==> src/hdl/mrtu_pkg.sv <==
`default_nettype none

package mrtu_pkg;

  localparam int COUNT_W = 5;

  // outcome codes
  localparam logic [2:0] OUT_READ_BITS_1 = 3'd0;
  localparam logic [2:0] OUT_READ_BITS_2 = 3'd1;
  localparam logic [2:0] OUT_READ_REGS   = 3'd2;
  localparam logic [2:0] OUT_ILL_FUNC    = 3'd3;
  localparam logic [2:0] OUT_ILL_ADDR    = 3'd4;

  // function codes
  localparam logic [7:0] FN_READ_COILS  = 8'd1;
  localparam logic [7:0] FN_READ_INPUTS = 8'd2;
  localparam logic [7:0] FN_READ_REGS   = 8'd3;

  localparam logic [COUNT_W-1:0] WRAP_LIMIT = 5'd20;
  localparam logic [COUNT_W-1:0] MIN_BYTES  = 5'd3;
  localparam logic [2:0]         RESTART_TICKS = 3'd3;
  localparam logic [2:0]         CLOSE_TICKS   = 3'd4;
  localparam logic [2:0]         MAX_GAP       = 3'd5;
  localparam logic [7:0]         ADDR_LIMIT = 8'd48;
  localparam logic [7:0]         MAX_REGS   = 8'd9;
  localparam logic [15:0]        CRC_INIT   = 16'hFFFF;
  localparam logic [15:0]        CRC_POLY   = 16'hA001;

  // checked frame handed from front to back
  typedef struct packed {
    logic [7:0] fn;
    logic [7:0] start;
    logic [7:0] qty;
  } req_t;

  // crc-16/modbus, reflected, one byte
  function automatic logic [15:0] crc_absorb(input logic [15:0] crc_in, input logic [7:0] b);
    logic [15:0] c;
    c = crc_in ^ {8'd0, b};
    for (int k = 0; k < 8; k++) begin
      if (c[0]) begin
        c = (c >> 1) ^ CRC_POLY;
      end else begin
        c = c >> 1;
      end
    end
    return c;
  endfunction

endpackage

`default_nettype wire

==> src/hdl/mrtu_front.sv <==
`default_nettype none

module mrtu_front (
  input  logic          clk,
  input  logic          rst,
  input  logic          take,
  input  logic          op,
  input  logic [7:0]    data_byte,
  input  logic [7:0]    station_address,
  output logic          push,
  output mrtu_pkg::req_t push_req
);
  import mrtu_pkg::*;

  logic [COUNT_W-1:0] byte_count, byte_count_next, cnt0;
  logic [2:0]         gap_ticks, gap_ticks_next, gap_inc;
  logic               timer_armed, timer_armed_next;
  logic [15:0]        running_crc, running_crc_next, crc_base;
  logic [7:0]         byte0, byte1, byte3, byte5;
  logic               closing;

  always_comb begin
    cnt0 = byte_count;
    if (gap_ticks >= RESTART_TICKS && gap_ticks <= CLOSE_TICKS) begin
      cnt0 = '0;
    end
    if (cnt0 > WRAP_LIMIT) begin
      cnt0 = '0;
    end
    crc_base = (cnt0 == '0) ? CRC_INIT : running_crc;
    gap_inc  = gap_ticks + 3'd1;
    closing  = take && op && timer_armed && (gap_inc > CLOSE_TICKS) && (byte_count != '0);

    byte_count_next  = byte_count;
    gap_ticks_next   = gap_ticks;
    timer_armed_next = timer_armed;
    running_crc_next = running_crc;
    if (take && !op) begin
      byte_count_next  = cnt0 + 5'd1;
      running_crc_next = crc_absorb(crc_base, data_byte);
      gap_ticks_next   = '0;
      timer_armed_next = 1'b1;
    end else if (take && timer_armed) begin
      gap_ticks_next = gap_inc;
      if (closing) begin
        byte_count_next  = '0;
        running_crc_next = CRC_INIT;
        timer_armed_next = 1'b0;
      end
    end
  end

  // station, length and crc checked here; only passing frames go on
  assign push = closing && (byte0 == station_address) && (byte_count > MIN_BYTES)
                && (running_crc == 16'd0);
  assign push_req = '{fn: byte1, start: byte3, qty: byte5};

  always_ff @(posedge clk) begin
    if (rst) begin
      byte_count  <= '0;
      gap_ticks   <= '0;
      timer_armed <= 1'b0;
      running_crc <= CRC_INIT;
    end else begin
      byte_count  <= byte_count_next;
      gap_ticks   <= gap_ticks_next;
      timer_armed <= timer_armed_next;
      running_crc <= running_crc_next;
    end
  end

  // only the header bytes the station check and the decoder look at are kept
  always_ff @(posedge clk) begin
    if (take && !op) begin
      if (cnt0 == 5'd0) byte0 <= data_byte;
      if (cnt0 == 5'd1) byte1 <= data_byte;
      if (cnt0 == 5'd3) byte3 <= data_byte;
      if (cnt0 == 5'd5) byte5 <= data_byte;
    end
  end

  a_idle_empty: assert property (@(posedge clk) disable iff (rst)
    !timer_armed |-> byte_count == '0) else $error("disarmed timer with open frame");
  a_gap_bound: assert property (@(posedge clk) disable iff (rst)
    gap_ticks <= MAX_GAP) else $error("gap counter ran past close");
  a_close_clears: assert property (@(posedge clk) disable iff (rst)
    closing |=> (byte_count == '0 && running_crc == CRC_INIT))
    else $error("frame not cleared after close");

endmodule

`default_nettype wire

==> src/hdl/mrtu_fifo.sv <==
`default_nettype none

module mrtu_fifo (
  input  logic           clk,
  input  logic           rst,
  input  logic           push,
  input  mrtu_pkg::req_t push_req,
  input  logic           pop,
  output logic           full,
  output logic           not_empty,
  output mrtu_pkg::req_t head
);
  import mrtu_pkg::*;

  req_t       mem [2];
  logic       wr_ptr, rd_ptr;
  logic [1:0] count;

  assign full      = (count == 2'd2);
  assign not_empty = (count != 2'd0);
  assign head      = mem[rd_ptr];

  always_ff @(posedge clk) begin
    if (rst) begin
      wr_ptr <= 1'b0;
      rd_ptr <= 1'b0;
      count  <= 2'd0;
    end else begin
      if (push) wr_ptr <= ~wr_ptr;
      if (pop)  rd_ptr <= ~rd_ptr;
      case ({push, pop})
        2'b10:   count <= count + 2'd1;
        2'b01:   count <= count - 2'd1;
        default: count <= count;
      endcase
    end
  end

  always_ff @(posedge clk) begin
    if (push) mem[wr_ptr] <= push_req;
  end

  a_count_bound: assert property (@(posedge clk) disable iff (rst)
    count <= 2'd2) else $error("queue count out of range");
  a_no_overflow: assert property (@(posedge clk) disable iff (rst)
    !(push && full && !pop)) else $error("push into full queue");
  a_no_underflow: assert property (@(posedge clk) disable iff (rst)
    pop |-> not_empty) else $error("pop from empty queue");

endmodule

`default_nettype wire

==> src/hdl/mrtu_back.sv <==
`default_nettype none

module mrtu_back (
  input  logic           clk,
  input  logic           rst,
  input  logic           req_valid,
  input  mrtu_pkg::req_t req,
  output logic           pop,
  output logic           out_valid,
  input  logic           out_stall,
  output logic [2:0]     outcome,
  output logic [7:0]     function_code,
  output logic [7:0]     start_address,
  output logic [7:0]     quantity
);
  import mrtu_pkg::*;

  logic [2:0] code;
  logic [7:0] start_adj;
  logic       keep;

  always_comb begin
    code      = OUT_ILL_FUNC;
    start_adj = req.start;
    keep      = 1'b1;
    if (req.start >= ADDR_LIMIT) begin
      code = OUT_ILL_ADDR;
    end else begin
      unique case (req.fn)
        FN_READ_COILS:  code = OUT_READ_BITS_1;
        FN_READ_INPUTS: code = OUT_READ_BITS_2;
        FN_READ_REGS: begin
          code      = OUT_READ_REGS;
          start_adj = req.start - 8'd1;
          keep      = (req.qty <= MAX_REGS);
        end
        default:        code = OUT_ILL_FUNC;
      endcase
    end
  end

  // output register frees when empty or when its beat is taken
  assign pop = req_valid && (!out_valid || !out_stall);

  always_ff @(posedge clk) begin
    if (rst) begin
      out_valid <= 1'b0;
    end else if (pop) begin
      out_valid <= keep;
    end else if (!out_stall) begin
      out_valid <= 1'b0;
    end
  end

  always_ff @(posedge clk) begin
    if (pop) begin
      outcome       <= code;
      function_code <= req.fn;
      start_address <= start_adj;
      quantity      <= req.qty;
    end
  end

  a_pop_needs_room: assert property (@(posedge clk) disable iff (rst)
    pop |-> (!out_valid || !out_stall)) else $error("pop over a held result");
  a_drop_large_read: assert property (@(posedge clk) disable iff (rst)
    (pop && req.fn == FN_READ_REGS && req.start < ADDR_LIMIT && req.qty > MAX_REGS)
    |=> !out_valid) else $error("oversize register read emitted");
  a_code_range: assert property (@(posedge clk) disable iff (rst)
    out_valid |-> outcome <= OUT_ILL_ADDR) else $error("bad outcome code");

endmodule

`default_nettype wire

==> src/hdl/modbus_rtu_frame_receiver_core.sv <==
// path: a frame that passes its checks on the closing tick is written into the queue, then
//   popped into the output register when that register is free
// throughput: one byte or tick beat per cycle; in_stall rises only when the two-entry
//   queue between the front end and the decoder is full behind a stalled output
// reset: synchronous active-high rst empties the frame, disarms the gap timer,
//   sets the crc to all ones, empties the queue and loads station address 1
`default_nettype none

module modbus_rtu_frame_receiver_core (
  input  logic       clk,
  input  logic       rst,
  // byte / tick input
  input  logic       in_valid,
  output logic       in_stall,
  input  logic       op,
  input  logic [7:0] data_byte,
  // station address write
  input  logic       cfg_valid,
  output logic       cfg_ready,
  input  logic [7:0] cfg_data,
  // decoded request output
  output logic       out_valid,
  input  logic       out_stall,
  output logic [2:0] outcome,
  output logic [7:0] function_code,
  output logic [7:0] start_address,
  output logic [7:0] quantity
);
  import mrtu_pkg::*;

  logic [7:0] station_address;
  logic       take;
  logic       push, pop, full, not_empty;
  req_t       push_req, head;

  // station register, to be written only while idle; the block itself does not enforce this
  assign cfg_ready = 1'b1;
  always_ff @(posedge clk) begin
    if (rst) begin
      station_address <= 8'd1;
    end else if (cfg_valid && cfg_ready) begin
      station_address <= cfg_data;
    end
  end

  // the front end takes a beat whenever the queue has room for a possible close
  assign in_stall = full;
  assign take     = in_valid && !in_stall;

  // front end: gap timer, byte counter, crc and header capture
  mrtu_front u_front (
    .clk             (clk),
    .rst             (rst),
    .take            (take),
    .op              (op),
    .data_byte       (data_byte),
    .station_address (station_address),
    .push            (push),
    .push_req        (push_req)
  );

  // two-entry queue of checked frames
  mrtu_fifo u_fifo (
    .clk       (clk),
    .rst       (rst),
    .push      (push),
    .push_req  (push_req),
    .pop       (pop),
    .full      (full),
    .not_empty (not_empty),
    .head      (head)
  );

  // back end: function decode and output register
  mrtu_back u_back (
    .clk           (clk),
    .rst           (rst),
    .req_valid     (not_empty),
    .req           (head),
    .pop           (pop),
    .out_valid     (out_valid),
    .out_stall     (out_stall),
    .outcome       (outcome),
    .function_code (function_code),
    .start_address (start_address),
    .quantity      (quantity)
  );

endmodule

`default_nettype wire
==> config.mk <==
export PLATFORM = sky130hd
export DESIGN_NAME = modbus_rtu_frame_receiver_core
export DESIGN_NICKNAME = d
export VERILOG_FILES = /design/src/hdl/mrtu_pkg.sv /design/src/hdl/mrtu_front.sv /design/src/hdl/mrtu_fifo.sv /design/src/hdl/mrtu_back.sv /design/src/hdl/modbus_rtu_frame_receiver_core.sv
export SDC_FILE = /design/constraint.sdc
export NUM_CORES = 1
export LEC_CHECK = 0
export BUFFER_PORTS_ARGS = -buffer_cell sky130_fd_sc_hd__buf_4
export CAP_MARGIN = 20
export CORE_ASPECT_RATIO = 0.9
export CORE_UTILIZATION = 24
export DETAILED_ROUTE_END_ITERATION = 8
export GPL_TIMING_DRIVEN = 0
export PLACE_DENSITY_LB_ADDON = 0.25
export SLEW_MARGIN = 20
export SYNTH_ARGS = -nofsm -noshare
export SYNTH_HDL_FRONTEND = slang
export SYNTH_SLANG_ARGS = --single-unit
==> constraint.sdc <==
create_clock -name clk -period 6.2 [get_ports clk]
set_input_delay 1.24 -clock clk [delete_from_list [all_inputs] [get_ports clk]]
set_output_delay 1.24 -clock clk [all_outputs]
set_load 0.02 [all_outputs]
Yosys cells after proc, flatten, opt, wreduce, memory -nomap -nowiden
Memory sizes are Yosys's and may differ from the RTL's. A register that Yosys moved wholly into a read port is not among the register bits.
Cells that the tools add are included.
{"block": "op_classes", "n_reduce_logical": 30, "bitwise_logic": 11, "n_mux": 39, "magnitude_cmp": 7, "eq_ne": 11, "addsub": 5}
{"operator": "$mux 16", "n": 19}
{"operator": "$mux 5", "n": 5}
{"operator": "$not 2->3", "n": 8}
{"operator": "$eq 8x2->1 const B", "n": 2}
{"operator": "$logic_not 16->1", "n": 1}
{"operator": "$mux 8", "n": 2}
{"operator": "$xor 16x8->16", "n": 1}
{"operator": "$logic_and 1x1->1", "n": 12}
{"operator": "$mux 1", "n": 11}
{"operator": "$reduce_and 2->1", "n": 5}
{"operator": "$eq 8x1->1 const B", "n": 1}
{"operator": "$eq 8x8->1", "n": 1}
{"operator": "$ge 8x6->1 const B", "n": 1}
{"operator": "$le 8x4->1 const B", "n": 1}
{"operator": "$reduce_bool 2->1", "n": 4}
{"operator": "$sub 8x1->8 const B", "n": 1}
{"operator": "$pmux 2 s3", "n": 1}
{"operator": "$add 5x1->5 const B", "n": 1}
{"operator": "$eq 5x1->1 const B", "n": 1}
{"operator": "$eq 5x2->1 const B", "n": 1}
{"operator": "$eq 5x3->1 const B", "n": 1}
{"operator": "$gt 5x2->1 const B", "n": 1}
{"operator": "$gt 5x5->1 const B", "n": 1}
{"operator": "$logic_not 5->1", "n": 1}
{"operator": "15 further kinds", "n": 20}
{"block": "word_totals", "reg_bits": 97, "out_inout_bits": 30, "elab_cells": 121, "in_bits": 22, "memories": 1, "mem_bits_rw": 48}
{"memory": "u_fifo.mem", "words": 2, "width": 24, "read_ports": 1, "rd_ports_with_merged_regs": 1, "write_ports": 1, "line": "mrtu_fifo.sv:15", "source": "req_t mem [2];"}

Depth between registers and ports, before layout
{"block": "logic_depth", "depth_word": 32, "depth_mapped": 14, "mapped_depth_nobuf": 14}

Modules after synthesis
Synthesis repeated with hierarchy kept, for this count alone.
{"block": "unflattened", "cells_unflattened": 460, "hier_area_um2": 6216.0}
{"module": "mrtu_front", "area_per_inst_um2": 2854.0, "instances": 1, "cells_each": 269, "seq_area_each_um2": 1461.4}
{"module": "mrtu_fifo", "area_per_inst_um2": 1934.4, "instances": 1, "cells_each": 97, "seq_area_each_um2": 1541.5}
{"module": "mrtu_back", "area_per_inst_um2": 1119.8, "instances": 1, "cells_each": 65, "seq_area_each_um2": 830.8}
{"module": "modbus_rtu_frame_receiver_core", "area_per_inst_um2": 307.8, "instances": 1, "cells_each": 29, "seq_area_each_um2": 160.2}

Worst setup path after synthesis
Ideal clock, no wire load.
{"block": "synth_path", "kind": "input to register", "from": "input in_valid", "to": "memory u_fifo.mem[0][0] (netlist name) (enable)", "cell_stages": 6, "arrival_time_ns": 3.492, "t_required_ns": 5.795, "setup_time_ns": 0.405, "path_slack_ns": 2.304, "path_buffers": 2, "cell_sequence": "and3_1 -> clkbuf_1 -> nand4_1 -> or4_1 -> clkbuf_1 -> nor2_1"}
{"block": "synth_between", "elab_chain_cells": 10}
{"element": "start: declaration", "line": "modbus_rtu_frame_receiver_core.sv:13", "source": "input logic in_valid,"}
{"element": "$logic_and 1x1->1", "line": "modbus_rtu_frame_receiver_core.sv:48", "source": "assign take = in_valid && !in_stall;"}
{"element": "$logic_and 1x1->1 (4 in a row)", "line": "mrtu_front.sv:32", "source": "closing = take && op && timer_armed && (gap_inc > CLOSE_TICKS) && (byte_count != '0);"}
{"element": "$logic_and 1x1->1 (2 in a row)", "line": "mrtu_front.sv:54", "source": "assign push = closing && (byte0 == station_address) && (byte_count > MIN_BYTES)"}
{"element": "$logic_and 1x1->1", "line": "mrtu_front.sv:55", "source": "&& (running_crc == 16'd0);"}
{"element": "$mux 1", "line": "mrtu_fifo.sv:40", "source": "if (push) mem[wr_ptr] <= push_req;"}
{"element": "$mux 1 (implied by the code)", "line": "mrtu_fifo.sv:40"}
{"element": "end: declaration", "line": "mrtu_fifo.sv:15"}
Every way passes these cells.

Worst setup path in the final report
{"block": "layout_path", "from": "register u_front.gap_ticks[0]", "to": "register u_front.running_crc[0]"}
{"block": "layout_between", "elab_chain_cells": 25, "word_cells_on_any_way": 39, "classes_between": "add/sub (1); order compare (4); mux (19); bitwise (9); reduce/logical (6)"}
{"element": "start: declaration", "line": "mrtu_front.sv:16", "source": "logic [2:0] gap_ticks, gap_ticks_next, gap_inc;"}
{"element": "start signal: assignment", "line": "mrtu_front.sv:66", "source": "gap_ticks <= gap_ticks_next;"}
{"element": "$ge 3x2->1 or $le 3x3->1 (tied branches)", "line": "mrtu_front.sv:24", "source": "if (gap_ticks >= RESTART_TICKS && gap_ticks <= CLOSE_TICKS) begin"}
{"element": "$logic_and 1x1->1", "line": "mrtu_front.sv:24"}
{"element": "$mux 5", "line": "mrtu_front.sv:24"}
{"element": "$gt 5x5->1", "line": "mrtu_front.sv:27", "source": "if (cnt0 > WRAP_LIMIT) begin"}
{"element": "$mux 5", "line": "mrtu_front.sv:27"}
{"element": "$logic_not 5->1", "line": "mrtu_front.sv:30", "source": "crc_base = (cnt0 == '0) ? CRC_INIT : running_crc;"}
{"element": "$mux 16", "line": "mrtu_front.sv:30"}
{"element": "$xor 16x8->16", "line": "mrtu_pkg.sv:39", "source": "c = crc_in ^ {8'd0, b};"}
{"element": "[... 9 more ...]"}
{"element": "$mux 16, on equally long branches", "line": "mrtu_front.sv:38, mrtu_pkg.sv:41"}
{"element": "$mux 16 (tied with other cells)", "line": "mrtu_pkg.sv:41", "source": "if (c[0]) begin"}
{"element": "$mux 16, on equally long branches", "line": "mrtu_front.sv:38, mrtu_pkg.sv:41"}
{"element": "$mux 16 (tied with other cells)", "line": "mrtu_pkg.sv:41"}
{"element": "$mux 16, on equally long branches", "line": "mrtu_front.sv:38, mrtu_pkg.sv:41"}
{"element": "$not 2->3 (no line) or $mux 16 (tied branches)"}
{"element": "$mux 16", "line": "mrtu_pkg.sv:41"}
{"element": "$mux 16", "line": "mrtu_front.sv:38", "source": "if (take && !op) begin"}
{"element": "end signal: assignment", "line": "mrtu_front.sv:68", "source": "running_crc <= running_crc_next;"}
{"element": "end: declaration", "line": "mrtu_front.sv:18", "source": "logic [15:0] running_crc, running_crc_next, crc_base;"}
Several ways; a longest one is shown, not always the timed one. The select of a mux whose other input is x is not followed.
A chain may end at the register's enable or synchronous reset.

==> flow_summary.ini <==
[setup_path]
rr_startpoint = u_front.gap_ticks[0]
ff2ff_setup_slack_ns = 2.51
worst_path_max_delay_cell = or4b_4
cp_max_fo = 7
reg2reg_to = u_front.running_crc[0]
path_class = register to register
path_common_cell = ha_1
cp.required_ns = 6.55
r2r_cells = 13
critPathArrivalTime_ns = 4.04
startpoint_type = register
end_kind = register
max_stage_delay_ns = 0.55
crit_chain = ha_1 -> ha_1 -> a211oi_2 -> o211a_2 -> nand2_1 -> ha_1 -> or4b_4 -> a222oi_1 -> o21ai_0 -> o221ai_4 -> xnor3_1 -> xor2_1 -> a21oi_1

[min_path]
min_path_cells = 0
hp-class = register to register
hp-start = u_front.byte3[0]
holdPathEnd = u_fifo.mem[1][8]

[timing]
setup_viol = 0
min_period_ns = 3.688
setup_ws_ns = 2.512
grt_setup_unrepaired = no
timing.slew.headroom = 0.3263
worst_slew_pin_slew_ns = 1.011
fin_skew_ns = 0.009947
drv_slew = 0
hold_violations = 0
fmax_ghz = 0.2711
setup_tns_ns = 0
post-route-period-util = 0.5948

[clock_network]
cts_num_sinks = 146
cts_buffers = 17
cts_setup_buffers = 0
cts_resized = 0
clock_latency_ns = 0.42
cts_tree = built
clockBufferDepth = 2
h-tree-depth = 4
cts_root_buffer = clkbuf_16
cts_hold_buf = 0
cts.clk_slew.worst_paths_ns = 0.06

[floorplan]
rows = 55
start_util = 0.2448
design.core.area_um2 = 25190
die-area_um2 = 26330
num_io_pins = 52
fp.dieW_um = 170.9
die_h_um = 154.0

[finish]
antennaDiodeCount = 0
final_cell_area_um2 = 7606
drive_above_1_share = 0.2177
seqCellArea_um2 = 3994
syn_to_final_growth_pct = 23.38
fillers = 2538
final_nets = 561
multiInputGateArea_um2 = 2047

[power_and_ir_drop]
peakVddDrop_v = 0.0001944
cellLeakagePower_nw = 2.598
power.density_nw_per_um2 = 334.3
power.total_w = 0.002543

[synthesis]
synth_cells = 460
seq_area_frac_synth = 0.6479
synthTopCellsByArea = edfxtp_1 (52%), dfxtp_1 (13%), xnor2_1 (4.3%), mux2i_1 (3.1%), nor2_1 (2.9%)
ys_top_cells_by_count = edfxtp_1 (107), nor2_1 (47), dfxtp_1 (39)
synthFlopType = edfxtp_1
syn_nets = 491
synth_edf_count = 107
async_reset_ff_frac = 0
synth_top_area_share = 0.5212
ys_types = 58
ys_seq_elements = 146
syn_area_um2 = 6165
yosys.area.top_type = edfxtp_1
yosysWarnings = 0
avgSynthCellArea_um2 = 13.40
yosysMostFrequentCell = edfxtp_1

[global_routing]
grt_pass1_vias = 3776
grt_use_total = 0.1070
antenna_found_initial = 0
grt_max_degree = 28
grt-ovfl-total = 0
grt_pass1_wl_mm = 20.84

[place]
pre_cts_slack_ns = 2.273
dpl_cell_area_um2 = 7017
dpl.hpwl_mm = 9.449
io_buffers = 49
gp_congestion = 0.7640

[drt]
first_pass_iters = 4
via_per_inst = 4.283
drc_errors = 0
drt-initial-drc-count = 217
routed_wl_mm = 13.38
vias = 3786
wl_per_cell_um = 15.13
ant_nets = 0

[job]
cap_violations = 0

[status]
status = finished clean
[cell type report]
class | instances | share of cell area
multi-input cells | 286 | 0.2691
inverters | 9 | 0.004442
clock inverters | 13 | 0.02106
well taps | 342 | 0.05626
repair buffers | 51 | 0.05198
plain buffers | 19 | 0.01563
clock buffers | 18 | 0.05642
flip-flops and latches | 146 | 0.5251
[critical path, delay by kind of cell, from the launching register on]
| family | cells | cell delay [ns] |
|---|---|---|
| simple gates | 2 | 0.68 |
| fa+ha+maj | 3 | 0.66 |
| xor+xnor | 2 | 0.65 |
| flops | 1 | 0.43 |
| compound gates | 6 | 1.17 |
[worst max path at each step]
stage | end | slack, ns | startpoint | depth (start not counted)
after floorplan | u_fifo.mem[0][0] | 2.30 | in_valid | 6
after global placement | u_fifo.mem[1][19] | 1.27 | in_valid | 7
after detailed placement | u_fifo.mem[0][19] | 2.27 | in_valid | 7
after CTS | u_front.running_crc[14] | 2.54 | u_front.gap_ticks[0] | 14
after global routing | u_front.running_crc[0] | 2.27 | u_front.gap_ticks[0] | 13
final | u_front.running_crc[0] | 2.51 | u_front.gap_ticks[0] | 13
[cells by family after synthesis]
family                   Yosys count  synth area share
flip-flops                       146            0.6479
AND/OR/NAND/NOR                  131            0.1066
AO/OA/AOI/OAI                     65           0.07652
XOR/XNOR                          47           0.06901
multiplexers                      33           0.05642
buffers and inverters             28           0.02476
adder cells (fa/ha/maj)            9           0.01827
other                              1         0.0006083
[where the power goes]
part,internal [W],switching (W),total [W]
sequential,0.00112,0.0000250,0.00114
combinational,0.000161,0.000217,0.000378
clock,0.000630,0.000393,0.00102
[through the flow]
stage,hold WS [ns],instances,util
2_1_floorplan,0.4215,460,-
3_3_place_gp,0.4241,851,0.2764
3_5_place_dp,0.4298,853,0.2786
4_1_cts,0.4435,884,0.3020
5_1_grt,0.4486,884,0.3020
6_report,0.4423,884,0.3020
[routing by layer]
metal | vias to the layer above | part of all wire | GRT usage
met5 | - | 0 | 0
met4 | 0 | 0.014 | 0.03869
met3 | 16 | 0.044 | 0.03012
met2 | 100 | 0.48 | 0.1773
met1 | 1844 | 0.46 | 0.1321
li1 | 1826 | - | -
[placed cells by master, fill, tap and decap left out, types with 3 or more instances in the layout]
cell,synthesis,layout
edfxtp_1,107,107
buf_4,3,53
nor2_1,47,44
dfxtp_1,39,39
xnor2_1,30,30
nand2_1,20,20
mux2i_1,19,19
clkbuf_16,0,17
o22ai_1,16,16
xor2_1,16,16
nand2b_1,15,15
mux2_2,14,14
a21oi_1,14,14
o21ai_0,12,12
clkbuf_1,10,11
inv_1,9,9
nor3_1,9,9
ha_1,9,9
nor4_1,8,7
nand3_1,5,5
nand4_1,4,4
buf_6,4,4
nor2_4,0,3
a31oi_1,3,3
nor2b_1,3,3
clkinv_4,0,3
clkinv_2,0,3
bufinv_16,0,3
[sequential cells by signal, indices dropped and copies added, names as in the netlist, named ones only]
register,cells
u_fifo.rd_ptr,1
station_address,8
u_fifo.wr_ptr,1
u_front.timer_armed,1
u_front.byte1,8
u_front.byte_count,5
u_back.outcome,3
u_front.byte5,8
u_back.start_address,8
u_front.running_crc,16
u_front.byte3,8
u_back.quantity,8
u_back.out_valid,1
u_front.byte0,8
u_front.gap_ticks,3
u_back.function_code,8
u_fifo.mem,48
u_fifo.count,2
Power figures use the tool's default switching activity.
